File: src/sv/tlv_pkt_pkg.sv
// Package for the TLV packet deframer: header layout constants and the result record.
// No dependencies. Used by tlv_packet_deframer_top and its testbench.
`timescale 1ns / 1ps
`default_nettype none
package tlv_pkt_pkg;

    localparam int unsigned HEADER_BYTES = 7;
    localparam int unsigned IDX_W        = 3;
    localparam int unsigned BYTE_W       = 8;
    localparam int unsigned ID_W         = 32;
    localparam int unsigned LEN_W        = 16;

    localparam logic [IDX_W-1:0] IDX_TYPE    = IDX_W'(0);
    localparam logic [IDX_W-1:0] IDX_ID_LAST = IDX_W'(4);
    localparam logic [IDX_W-1:0] IDX_LEN_LO  = IDX_W'(5);
    localparam logic [IDX_W-1:0] IDX_LAST    = IDX_W'(HEADER_BYTES - 1);

    typedef struct packed {
        logic [BYTE_W-1:0] packet_type;
        logic [ID_W-1:0]   send_id;
        logic [LEN_W-1:0]  payload_length;
        logic [BYTE_W-1:0] payload_byte;
        logic              has_byte;
        logic              last;
    } t_result;

endpackage
`default_nettype wire

File: src/sv/tlv_packet_deframer_top.sv
// Top level of the TLV packet deframer: header collection, payload tagging and output skid.
// Depends on tlv_pkt_pkg.
//
// Usage: the input channel takes one stream byte per item on i_data_byte. Each packet is
// a 7-byte header (type, 32-bit send id little-endian, 16-bit length little-endian)
// followed by the payload. Header bytes give no result. Every payload byte gives one
// result item carrying the packet's type, id, length and the byte, with o_last set on
// the final byte. A packet of length zero gives a single result with o_has_byte clear
// and o_last set, when its final header byte is taken.
// A result is registered in the output register, or in the skid register while the receiver
// stalls. Throughput: one byte per cycle while the skid register is empty, set by the single
// registered pass from the header and count registers to the output register.
// Reset clears the header position, the held header and the payload count, and drops
// any result not yet delivered. When the receiver stalls, the output register holds its
// item and one more result is kept in a skid register; o_in_ready falls only while that
// skid register is occupied.
`timescale 1ns / 1ps
`default_nettype none
module tlv_packet_deframer_top (
    input  wire logic                           i_clk,
    input  wire logic                           i_rst_n,
    input  wire logic                           i_in_valid,
    output logic                                o_in_ready,
    input  wire logic [tlv_pkt_pkg::BYTE_W-1:0] i_data_byte,
    output logic                                o_out_valid,
    input  wire logic                           i_out_ready,
    output logic [tlv_pkt_pkg::BYTE_W-1:0]      o_packet_type,
    output logic [tlv_pkt_pkg::ID_W-1:0]        o_send_id,
    output logic [tlv_pkt_pkg::LEN_W-1:0]       o_payload_length,
    output logic [tlv_pkt_pkg::BYTE_W-1:0]      o_payload_byte,
    output logic                                o_has_byte,
    output logic                                o_last
);
    import tlv_pkt_pkg::*;

    logic              r_in_payload, n_in_payload;
    logic [IDX_W-1:0]  r_hdr_idx, n_hdr_idx;
    logic [BYTE_W-1:0] r_held_type, n_held_type;
    logic [ID_W-1:0]   r_held_id, n_held_id;
    logic [LEN_W-1:0]  r_held_len, n_held_len;
    logic [LEN_W-1:0]  r_remaining, n_remaining;

    logic              r_out_valid, r_skid_valid;
    t_result           r_out, r_skid;
    t_result           n_res;
    logic              n_res_valid;

    logic              accept;
    logic              take;
    logic [IDX_W-1:0]  idx;
    logic [LEN_W-1:0]  rem_dec;

    assign o_in_ready = !r_skid_valid;
    assign accept     = i_in_valid && o_in_ready;
    assign take       = r_out_valid && i_out_ready;
    assign idx        = (r_hdr_idx > IDX_LAST) ? IDX_TYPE : r_hdr_idx;
    assign rem_dec    = r_remaining - LEN_W'(1);

    always_comb begin
        n_in_payload = r_in_payload;
        n_hdr_idx    = r_hdr_idx;
        n_held_type  = r_held_type;
        n_held_id    = r_held_id;
        n_held_len   = r_held_len;
        n_remaining  = r_remaining;
        n_res_valid  = 1'b0;
        n_res        = '0;
        if (r_in_payload) begin
            n_remaining = rem_dec;
            n_res_valid = 1'b1;
            n_res.payload_byte = i_data_byte;
            n_res.has_byte     = 1'b1;
            if (rem_dec == '0) begin
                n_res.last   = 1'b1;
                n_in_payload = 1'b0;
                n_hdr_idx    = IDX_TYPE;
            end
        end else begin
            if (idx == IDX_TYPE) begin
                n_held_type = i_data_byte;
            end else if (idx <= IDX_ID_LAST) begin
                n_held_id[(idx - IDX_W'(1)) * BYTE_W +: BYTE_W] = i_data_byte;
            end else begin
                n_held_len[(idx - IDX_LEN_LO) * BYTE_W +: BYTE_W] = i_data_byte;
            end
            if (idx != IDX_LAST) begin
                n_hdr_idx = idx + IDX_W'(1);
            end else begin
                n_hdr_idx = IDX_TYPE;
                if (n_held_len == '0) begin
                    n_res_valid = 1'b1;
                    n_res.last  = 1'b1;
                end else begin
                    n_in_payload = 1'b1;
                    n_remaining  = n_held_len;
                end
            end
        end
        n_res.packet_type    = n_held_type;
        n_res.send_id        = n_held_id;
        n_res.payload_length = n_held_len;
    end

    always_ff @(posedge i_clk) begin
        if (!i_rst_n) begin
            r_in_payload <= 1'b0;
            r_hdr_idx    <= IDX_TYPE;
            r_held_type  <= '0;
            r_held_id    <= '0;
            r_held_len   <= '0;
            r_remaining  <= '0;
        end else if (accept) begin
            r_in_payload <= n_in_payload;
            r_hdr_idx    <= n_hdr_idx;
            r_held_type  <= n_held_type;
            r_held_id    <= n_held_id;
            r_held_len   <= n_held_len;
            r_remaining  <= n_remaining;
        end
    end

    always_ff @(posedge i_clk) begin
        if (!i_rst_n) begin
            r_out_valid  <= 1'b0;
            r_skid_valid <= 1'b0;
        end else if (take || !r_out_valid) begin
            if (r_skid_valid) begin
                r_out_valid  <= 1'b1;
                r_skid_valid <= 1'b0;
            end else begin
                r_out_valid <= accept && n_res_valid;
            end
        end else if (accept && n_res_valid) begin
            r_skid_valid <= 1'b1;
        end
    end

    always_ff @(posedge i_clk) begin
        if (take || !r_out_valid) begin
            r_out <= r_skid_valid ? r_skid : n_res;
        end else if (accept && n_res_valid) begin
            r_skid <= n_res;
        end
    end

    assign o_out_valid      = r_out_valid;
    assign o_packet_type    = r_out.packet_type;
    assign o_send_id        = r_out.send_id;
    assign o_payload_length = r_out.payload_length;
    assign o_payload_byte   = r_out.payload_byte;
    assign o_has_byte       = r_out.has_byte;
    assign o_last           = r_out.last;

    // The skid register is only ever filled behind a waiting output item.
    a_skid_behind_out: assert property (@(posedge i_clk) disable iff (!i_rst_n)
        r_skid_valid |-> r_out_valid)
        else $error("skid register holds an item while the output register is empty");

    // A packet in its payload phase always has bytes still to come.
    a_payload_count: assert property (@(posedge i_clk) disable iff (!i_rst_n)
        r_in_payload |-> (r_remaining != '0))
        else $error("payload phase entered with no bytes remaining");

    // After every payload byte taken, the output register holds a valid item on the next cycle.
    a_payload_result: assert property (@(posedge i_clk) disable iff (!i_rst_n)
        (accept && r_in_payload) |=> r_out_valid)
        else $error("payload byte accepted without a result");

    // The header position never reaches the header length.
    a_hdr_idx_range: assert property (@(posedge i_clk) disable iff (!i_rst_n)
        r_hdr_idx <= IDX_LAST)
        else $error("header position out of range");

endmodule
`default_nettype wire

File: config.mk
export PLATFORM = sky130hd
export DESIGN_NAME = tlv_packet_deframer_top
export DESIGN_NICKNAME = d
export VERILOG_FILES = /design/src/sv/tlv_pkt_pkg.sv /design/src/sv/tlv_packet_deframer_top.sv
export SDC_FILE = /design/constraint.sdc
export NUM_CORES = 1
export LEC_CHECK = 0
export ABC_AREA = 1
export ABC_CLOCK_PERIOD_IN_PS = 6800
export BUFFER_PORTS_ARGS = -buffer_cell sky130_fd_sc_hd__buf_2
export CORE_ASPECT_RATIO = 2
export CORE_MARGIN = 2
export CORE_UTILIZATION = 55
export CTS_BUF_LIST = sky130_fd_sc_hd__clkbuf_8
export CTS_CLUSTER_DIAMETER = 50
export DETAILED_ROUTE_END_ITERATION = 8
export PLACE_DENSITY = 0.72
export SYNTH_ARGS = -nofsm -noshare
export SYNTH_HDL_FRONTEND = slang
export SYNTH_SLANG_ARGS = --single-unit
File: constraint.sdc
create_clock -name i_clk -period 6.8 [get_ports i_clk]
set_clock_uncertainty 0.05 [all_clocks]
set_input_delay 0.68 -clock i_clk [delete_from_list [all_inputs] [get_ports i_clk]]
set_output_delay 0.68 -clock i_clk [all_outputs]
set_load 0.01 [all_outputs]
# After elaboration in Yosys (flattened, before gate mapping)
# Cells that the tools add are included.
# totals
elab_cells	81
in_bits	12
n_memories	0
latch_bits	0
mem_bits_ro	0
mem_bits_rw	0
regBits	210
# op_classes
n_eq_ne	4
muxes	30
order_cmp	2
n_shift	4
bitwise	2
mul	0
div	0
addsub	6
n_reduce_logical	13
# ops
operator	n
2-to-1 mux 16 bit	7
2-to-1 mux 32 bit	3
negator 32 -> 34 bit	2
2-to-1 mux 66 bit	1
variable shift 8 x 34 -> 16 bit (first input constant)	1
variable shift 8 x 34 -> 32 bit (first input constant)	1
indexed part select 8 x 34 -> 16 bit	1
indexed part select 8 x 34 -> 32 bit	1
bitwise mux 32 bit	1
zero test 16 bit	2
bitwise mux 16 bit	1
2-to-1 mux 8 bit	2
subtractor 16 x 1 -> 16 bit (second input constant)	1
2-to-1 mux 3 bit	4
2-to-1 mux 1 bit	10
2-to-1 mux 9 bit	1
inequality test 2 bit (second input constant)	2
AND reduction 2 bit	2
subtractor 3 x 1 -> 4 bit (second input constant)	1
subtractor 3 x 3 -> 4 bit (second input constant)	1
adder 3 x 1 -> 3 bit (second input constant)	1
greater-than comparator 3 bit (second input constant)	1
less-or-equal comparator 3 bit (second input constant)	1
logical AND 1 bit	3
other kinds (8)	10

# Longest topological paths before layout
# Gate-level depths: netlist of the first run.
# logic_depth
depth_word	15
depth_mapped	24
ltp_nobuf	24

# Worst setup path after synthesis of the first run
# No wires, ideal clock.
# synth_path
path_kind	reg-to-reg
from	register r_hdr_idx[1]
to	register r_skid[0] (netlist name), enable pin
setup_ns	0.490
slack_ns	0.919
period_less_slack_ns	5.881
t_arrival_ns	5.340
stages_incl_launch_ff	22
path_cell_list	dfxtp_1 -> ha_1 -> nand2_4 -> nand2_1 -> ha_1 -> inv_1 -> ha_1 -> inv_1 -> nand3_1 -> nor2_1 -> nand2_1 -> nor2_4 -> nand2_2 -> nand2_1 -> nand2_1 -> nor2_1 -> nand2_1 -> nor2_2 -> nand3_1 -> nand2_1 -> nand2_1 -> nor2_1
# synth_via
elab_chain_cells	15
elab_cells_between_ends	19
classes_between	add/sub: 2; order compare: 2; eq/ne: 1; shift: 2; mux: 8; reduce/logical: 4
# synth_lines
item	line_no	text
from (decl)	tlv_packet_deframer_top.sv:37	logic [IDX_W-1:0] r_hdr_idx, n_hdr_idx;
from (signal assigned)	tlv_packet_deframer_top.sv:114	r_hdr_idx <= n_hdr_idx;
greater-than comparator 3 bit	tlv_packet_deframer_top.sv:56	assign idx = (r_hdr_idx > IDX_LAST) ? IDX_TYPE : r_hdr_idx;
2-to-1 mux 3 bit (*)	tlv_packet_deframer_top.sv:56	
subtractor 3 x 3 -> 4 bit	tlv_packet_deframer_top.sv:84	n_held_len[(idx - IDX_LEN_LO) * BYTE_W +: BYTE_W] = i_data_byte;
negator 32 -> 34 bit	tlv_packet_deframer_top.sv:84	
indexed part select 8 x 34 -> 16 bit / variable shift 8 x 34 -> 16 bit (equally long branches)	tlv_packet_deframer_top.sv:84	
bitwise mux 16 bit	tlv_packet_deframer_top.sv:84	
2-to-1 mux 16 bit	tlv_packet_deframer_top.sv:81	end else if (idx <= IDX_ID_LAST) begin
2-to-1 mux 16 bit	tlv_packet_deframer_top.sv:79	if (idx == IDX_TYPE) begin
2-to-1 mux 16 bit	tlv_packet_deframer_top.sv:68	if (r_in_payload) begin
zero test 16 bit	tlv_packet_deframer_top.sv:90	if (n_held_len == '0) begin
2-to-1 mux 1 bit	tlv_packet_deframer_top.sv:90	
2-to-1 mux 1 bit (*)	tlv_packet_deframer_top.sv:86	if (idx != IDX_LAST) begin
2-to-1 mux 1 bit (*)	tlv_packet_deframer_top.sv:68	
logical AND 1 bit (*)	tlv_packet_deframer_top.sv:141	end else if (accept && n_res_valid) begin
AND reduction 2 bit (no source line) (*)	--	
to (signal assigned)	tlv_packet_deframer_top.sv:142	r_skid <= n_res;
to (decl)	tlv_packet_deframer_top.sv:44	t_result r_out, r_skid;
# Mark *: on every way between the ends. The rest lies on a longest branch, timed or not. The select of a mux whose other input is x is not followed.
# A chain may end at the register's enable or synchronous reset.

# Final worst setup path of the first run
# layout_path
from	register r_hdr_idx[1]
to	register r_skid[20] (netlist name), enable pin
# The elaborated chain is that of the path after synthesis.

==> out/metrics.yaml, run 1 <==
via_per_inst: 5.18
async_flop_share_pct: 0
grt_max_degree: 101
timing.final.max_slew_violations: 0
hpwlAfterDp_um: 15200
dp_cells: 1398
die_area_mm2: 0.0187
post_synth_num_cell_types: 32
synth_edf_count: 132
finalSetupTns_ns: 0
grt_pass1_wl_um: 34700
grt_usage_pct: 23.2
dr_total_vias: 7514
placementRows: 68
yosysWarningCount: 0
crit_arrival_ns: 4.41
syn_area_per_cell_um2: 8.38
cts_root_buf: "clkbuf_8"
ant_nets: 0
period_minus_slack_ns: 4.30
slowest_stage: "buf_4"
cts_htree_levels: 1
rsz0062_at_grt: "false"
crit_required_ns: 6.92
dr.first_iter.drc_count: 477
ir_drop_mv: 0.175
dr_wl_met3_um: 1000
clock_sinks: 210
synthToLayoutAreaGrowth_pct: 10.6
core_area_mm2: 0.0173
wl_per_cell_um: 15.3
antenna_found_initial: 0
crit_path_max_fanout: 66
ctsResizeCount: 0
top_layer: "met4"
start_kind: "flop"
antennaDiodeCount: 0
synth_fp_nets: 1174
drc_errors: 0
clk_pin_slew_ns: 0.07
wl_met1_um: 7830
crit_path_frequent_cell: "nand2_1"
post_cts_buffers: 0
firstDrtPassIters: 4
setup_viol: 0
synth_area_mm2: 0.00967
final_util_pct: 61.9
grt_pass1_vias: 7080
wl_met2_um: 12400
syn_inst: 1154
setup_ws_ns: 2.50
cts_buffers: 28
final_cells: 1450
p_per_area_mw_per_mm2: 250
clkLatencyLatePin_ns: 0.55
nets: 1238
drv_cap: 0
max_stage_delay_ns: 0.68
start_util_pct: 56.0
cp_top_family: "simple AND/OR/NAND/NOR gates"
max_freq_ghz: 0.233
wirelength_um: 22200
ys_seq_area_share_pct: 57.1
synth_ff_type: "edfxtp_1"
min_period_over_period_pct: 63.2
path_cells: "nand3_4, nand2_4, nand2_1, ha_1, ha_1, inv_1, nand2_1, nor2_2, o21ai_0, nor2_1, nand2_1, nor2_1, nand2_1, nor2_2, nand3_1, nand2_1, nand2_1, nor2_4, buf_4"
finalHoldViolCount: 0
die_w_um: 97.8
worstSetupPathType: "flop to flop"
io_pins: 80
status: "finished clean"
critPathBufInv: 2
pre_cts_slack_ns: 2.52
cts_tree: "done"
slew-limit-headroom_pct: 32.6
clockBufferDepth: 3
cts-hold-fix-buffers: 0
final_layout_size_suffix_gt1_share_pct: 11.7
hold_class: "flop to flop"
tightest_slew_ns: 1.01
gp_routability_congestion: 0.957
end_kind: "flop"
leakage_uw: 0.00522
grt_overflow: 0
port_buffers: 79
ys_seq_elements: 210
fp.dieH_um: 192
power by group:
group | leakage [uW] | internal [uW] | switching (uW)
Sequential | 0.00201 | 1430 | 24.2
Clock | 0.000302 | 399 | 453
Combinational | 0.00291 | 116 | 254
cell type report:
cell class              count  area [um^2]
flip-flops and latches    210         5530
fillers                  1604         6570
repair buffers             88          463
inverters                 180          676
well taps                 210          263
multi-input cells         710         3270
clock inverters            23          103
clock buffers              29          399
stage by stage:
| step | total power [uW] | hold slack [ns] | cell area [um^2] |
|---|---|---|---|
| floorplan | 1730 | 0.379 | 9670 |
| global route | 2800 | 0.485 | 10700 |
| finish | 2670 | 0.467 | 10700 |
| CTS | 2700 | 0.469 | 10700 |
| detailed placement | 1850 | 0.455 | 10200 |
| global placement | 1840 | 0.449 | 10200 |
path summary, 6_finish.rpt:
check,startpoint,to,slack (ns),cells after the start
min reg2reg,r_skid[20],o_payload_length[10],0.47,2
max,r_hdr_idx[1],r_skid[20],2.50,19
min,r_skid[20],o_payload_length[10],0.47,2
max reg2reg,r_hdr_idx[1],r_skid[20],2.50,19
synth_stat cells (all sizes together), types with 10 or more instances:
master,n,share of area [%]
nand4,14,0.91
a21oi,62,3.2
o22ai,14,0.91
nor2,114,4.7
clkbuf,41,1.6
buf,13,0.63
dfxtp,78,16
clkinv,11,0.43
xor2,10,0.91
o21ai,115,6.0
edfxtp,132,41
nand2,321,13
inv,169,6.6
nand3,34,2.0
state kept, by name, summed over array words and instances, names as in the netlist:
signal and flops:
r_held_type 8, o_last 1, o_has_byte 1, o_packet_type 8, o_payload_byte 8, r_skid_valid 1
r_held_len 16, r_hdr_idx 3, o_payload_length 16, r_held_id 32, o_out_valid 1, r_in_payload 1
r_remaining 16, r_skid 66, o_send_id 32
logic make-up (layout without fill, tap and decap cells):
kind of cell	count (synthesis)	count (layout)	synth area share, %
flip-flops	210	210	57.1
AO/OA/AOI/OAI	201	201	10.9
buffers and inverters	234	320	9.21
AND/OR/NAND/NOR	490	490	20.8
XOR/XNOR	11	11	0.996
adder cells (fa/ha/maj)	8	8	1.03
routing by layer:
| layer | vias to the layer above | track usage (%) |
|---|---|---|
| li1 | 3815 | - |
| met5 | - | 0 |
| met4 | 0 | 10.1 |
| met1 | 3443 | 24.5 |
| met3 | 59 | 2.82 |
| met2 | 197 | 45.4 |
placed cells by master (no fill, tap or decap), types with 8 or more instances in the layout:
cell	n
nand4_1	14
nor2_1	108
clkbuf_8	29
buf_4	9
o21ai_0	106
edfxtp_1	132
dfxtp_1	77
o22ai_1	14
o21ai_1	8
nand2_1	316
a21oi_1	62
inv_1	178
xor2_1	10
clkinv_1	15
ha_1	8
o21bai_1	9
buf_2	79
nand3_1	30
tightest hold or removal path, cell delays in order (launching register included):
cell,delay (ns)
edfxtp_1,0.32
nand2_1,0.05
nand2_1,0.05
No activity file was read; power rests on OpenSTA's default activity.
==> run 2: changes to the inputs <==
--- a/config.mk
+++ b/config.mk
@@ -6,7 +6,7 @@
 export NUM_CORES = 1
 export LEC_CHECK = 0
 export ABC_AREA = 1
-export ABC_CLOCK_PERIOD_IN_PS = 6800
+export ABC_CLOCK_PERIOD_IN_PS = 4250
 export BUFFER_PORTS_ARGS = -buffer_cell sky130_fd_sc_hd__buf_2
 export CORE_ASPECT_RATIO = 2
 export CORE_MARGIN = 2
==> constraint.sdc (replaced) <==
create_clock -name i_clk -period 4.25 [get_ports i_clk]
set_clock_uncertainty 0.05 [all_clocks]
set_input_delay 0.425 -clock i_clk [delete_from_list [all_inputs] [get_ports i_clk]]
set_output_delay 0.425 -clock i_clk [all_outputs]
set_load 0.01 [all_outputs]
==> run 2 against run 1 <==
Against the previous run: sequential cell count is the same; clock power grew 71%; die area is the same; worst hold slack lost 0.22 ns; largest cell class unchanged; highest routed layer unchanged.
==> out/metrics.yaml, run 2 (synthesized netlist as in run 1, its figures left out) <==
max_stage_delay_ns: 0.44  # -0.24 ns
period_minus_slack_ns: 3.64  # -0.657 ns
status: "finished clean"
crit_arrival_ns: 3.80  # -0.61 ns
min_period_over_period_pct: 85.6  # +22 points
slew-limit-headroom_pct: 20.6  # -12 points
combPwrFrac_pct: 13.7  # about the same
die_area_mm2: 0.0187  # unchanged
end_kind: "flop"
via_per_inst: 5.20  # +0.34%
cts_root_buf: "clkbuf_8"
layout_commonest_cell: "nand2_1"
firstDrtPassIters: 5  # +1
cts_htree_levels: 1  # unchanged
critPathBufInv: 2  # unchanged
fp.dieH_um: 192  # unchanged
power_uw: 4380  # +64%
slowest_stage: "dfxtp_4"
p_sw_uw: 1190  # +63%
antenna_found_initial: 0  # unchanged
sw_frac_of_total_pct: 27.1  # -0.19 points
clock_sinks: 210  # unchanged
final_cell_mix: "315 x nand2_1, 174 x inv_1, 132 x edfxtp_1, 108 x nor2_1, 106 x o21ai_0"
largest_register_ffs: 66  # unchanged
gp_routability_congestion: 0.919  # -4.0%
core_area_mm2: 0.0173  # unchanged
start_util_pct: 56.0  # unchanged
path_cells: "nand3_4, nand2_8, nand2_8, ha_4, ha_1, inv_1, nand2_1, nor2_2, nor2_1, nor2_1, nand2_1, nor2_1, nand3_1, nor2_2, nand3_1, nand2_1, nand2_1, nor2_4, buf_12"
worstSetupPathType: "flop to flop"
grt_usage_pct: 23.5  # +0.29 points
dr_total_vias: 7550  # +0.48%
port_buffers: 79  # unchanged
seqPwrFrac_pct: 53.1  # -1.2 points
synthToLayoutAreaGrowth_pct: 12.0
wl_per_cell_um: 15.5  # +0.87%
cts-hold-fix-buffers: 0  # unchanged
grt_overflow: 0  # unchanged
top_register: "r_skid"
grt_pass1_vias: 7073  # -0.099%
clk_pin_slew_ns: 0.08  # about the same
crit_required_ns: 4.41  # -2.51 ns
hpwlAfterDp_um: 15200  # about the same
grt_max_degree: 101  # unchanged
p_int_uw: 3190  # +64%
ctsResizeCount: 0  # unchanged
drv_cap: 0  # unchanged
drc_errors: 0  # unchanged
crit_path_frequent_cell: "nand2_1"
grt_pass1_wl_um: 35000  # +0.79%
cts_tree: "done"
clockBufferDepth: 3  # unchanged
antennaDiodeCount: 0  # unchanged
hold_class: "primary input to flop"
ir_drop_mv: 0.410  # +130%
post_cts_buffers: 0  # unchanged
min-delay-start: "i_rst_n"
crit_path_max_fanout: 66  # unchanged
setup_viol: 0  # unchanged
p_per_area_mw_per_mm2: 404  # +62%
rsz0062_at_grt: "false"
clkLatencyLatePin_ns: 0.56  # about the same
ant_nets: 0  # unchanged
final_layout_size_suffix_gt1_share_pct: 12.6  # +0.95 points
cts_buffers: 28  # unchanged
dr.first_iter.drc_count: 383  # -20%
die_w_um: 97.8  # unchanged
final_cells: 1452  # +0.14%
timing.final.max_slew_violations: 0  # unchanged
io_pins: 80  # unchanged
tightest_slew_ns: 1.19  # +0.179 ns
max_freq_ghz: 0.275  # +18%
dp_cells: 1400  # +0.14%
hold_slack_ns: 0.249  # -0.218 ns
crit_start: "r_hdr_idx[1]"
timing.rr.start: "r_hdr_idx[1]"
start_kind: "flop"
leakage_uw: 0.00525  # +0.55%
cp_top_family: "simple AND/OR/NAND/NOR gates"
clock_power_share_pct: 33.2  # +1.3 points
placementRows: 68  # unchanged
finalHoldViolCount: 0  # unchanged
wirelength_um: 22400  # +1.0%
nets: 1240  # +0.16%
-- run 2: changes by cell type in the layout (fill, tap and decap cells not counted), moves of 2 or more --
cell	change
clkinv_1	+2
clkinv_2	-2
dfxtp_1	-3
dfxtp_4	+3
ha_1	-3
ha_4	+3
inv_1	-4
inv_2	+2
nand2_8	+2
-- run 2: path summary, 6_finish.rpt --
path	cells after the start	slack [ns]	end
setup reg to reg	19	0.61	r_skid[25]
setup / recovery	19	0.61	r_skid[25]
hold reg to reg	2	0.46	o_send_id[30]
hold / removal	3	0.25	r_remaining[9]
-- run 2: worst reg2reg max path, cell delays in order, from the launching register on --
cell and delay (ns):
dfxtp_4 0.44, nand3_4 0.16, nand2_8 0.14, nand2_8 0.08, ha_4 0.17, ha_1 0.19, inv_1 0.06, nand2_1 0.08
nor2_2 0.36, nor2_1 0.08, nor2_1 0.15, nand2_1 0.07, nor2_1 0.16, nand3_1 0.11, nor2_2 0.15, nand3_1 0.09
nand2_1 0.08, nand2_1 0.13, nor2_4 0.15, buf_12 0.31
-- run 2: final cells by class --
| cell class | instances | area, um^2 |
|---|---|---|
| inverters | 180 | 678 |
| repair buffers | 90 | 490 |
| well taps | 210 | 263 |
| clock inverters | 22 | 119 |
| fillers | 1528 | 6430 |
| multi-input cells | 710 | 3340 |
| flip-flops and latches | 210 | 5540 |
| clock buffers | 30 | 413 |
-- run 2: through the flow --
stage / setup TNS, ns / utilization (%) / worst slack [ns] / cell area [um^2]
CTS: 0 / 62.7 / 0.648 / 10800
global route: 0 / 62.7 / 0.293 / 10800
finish: 0 / 62.7 / 0.612 / 10800
floorplan: -90.06 / - / -1.36 / 9760
detailed placement: 0 / 59.7 / 0.656 / 10300
global placement: 0 / 59.7 / 0.726 / 10300
-- run 2: per-layer routing --
layer | track usage [%] | up-vias | routed length [um]
met1 | 24.3 | 3459 | 8090
met3 | 2.67 | 57 | 913
met4 | 11.4 | 0 | 999
met5 | 0 | - | 0
met2 | 46.1 | 204 | 12400
li1 | - | 3830 | -
-- run 2: power groups by stage --
stage	Clock (uW)	Combinational [uW]	Sequential [uW]
global placement	0	589	2370
floorplan	0	376	2400
finish	1460	600	2330
global route	1570	675	2330
CTS	1490	603	2330
detailed placement	0	600	2370
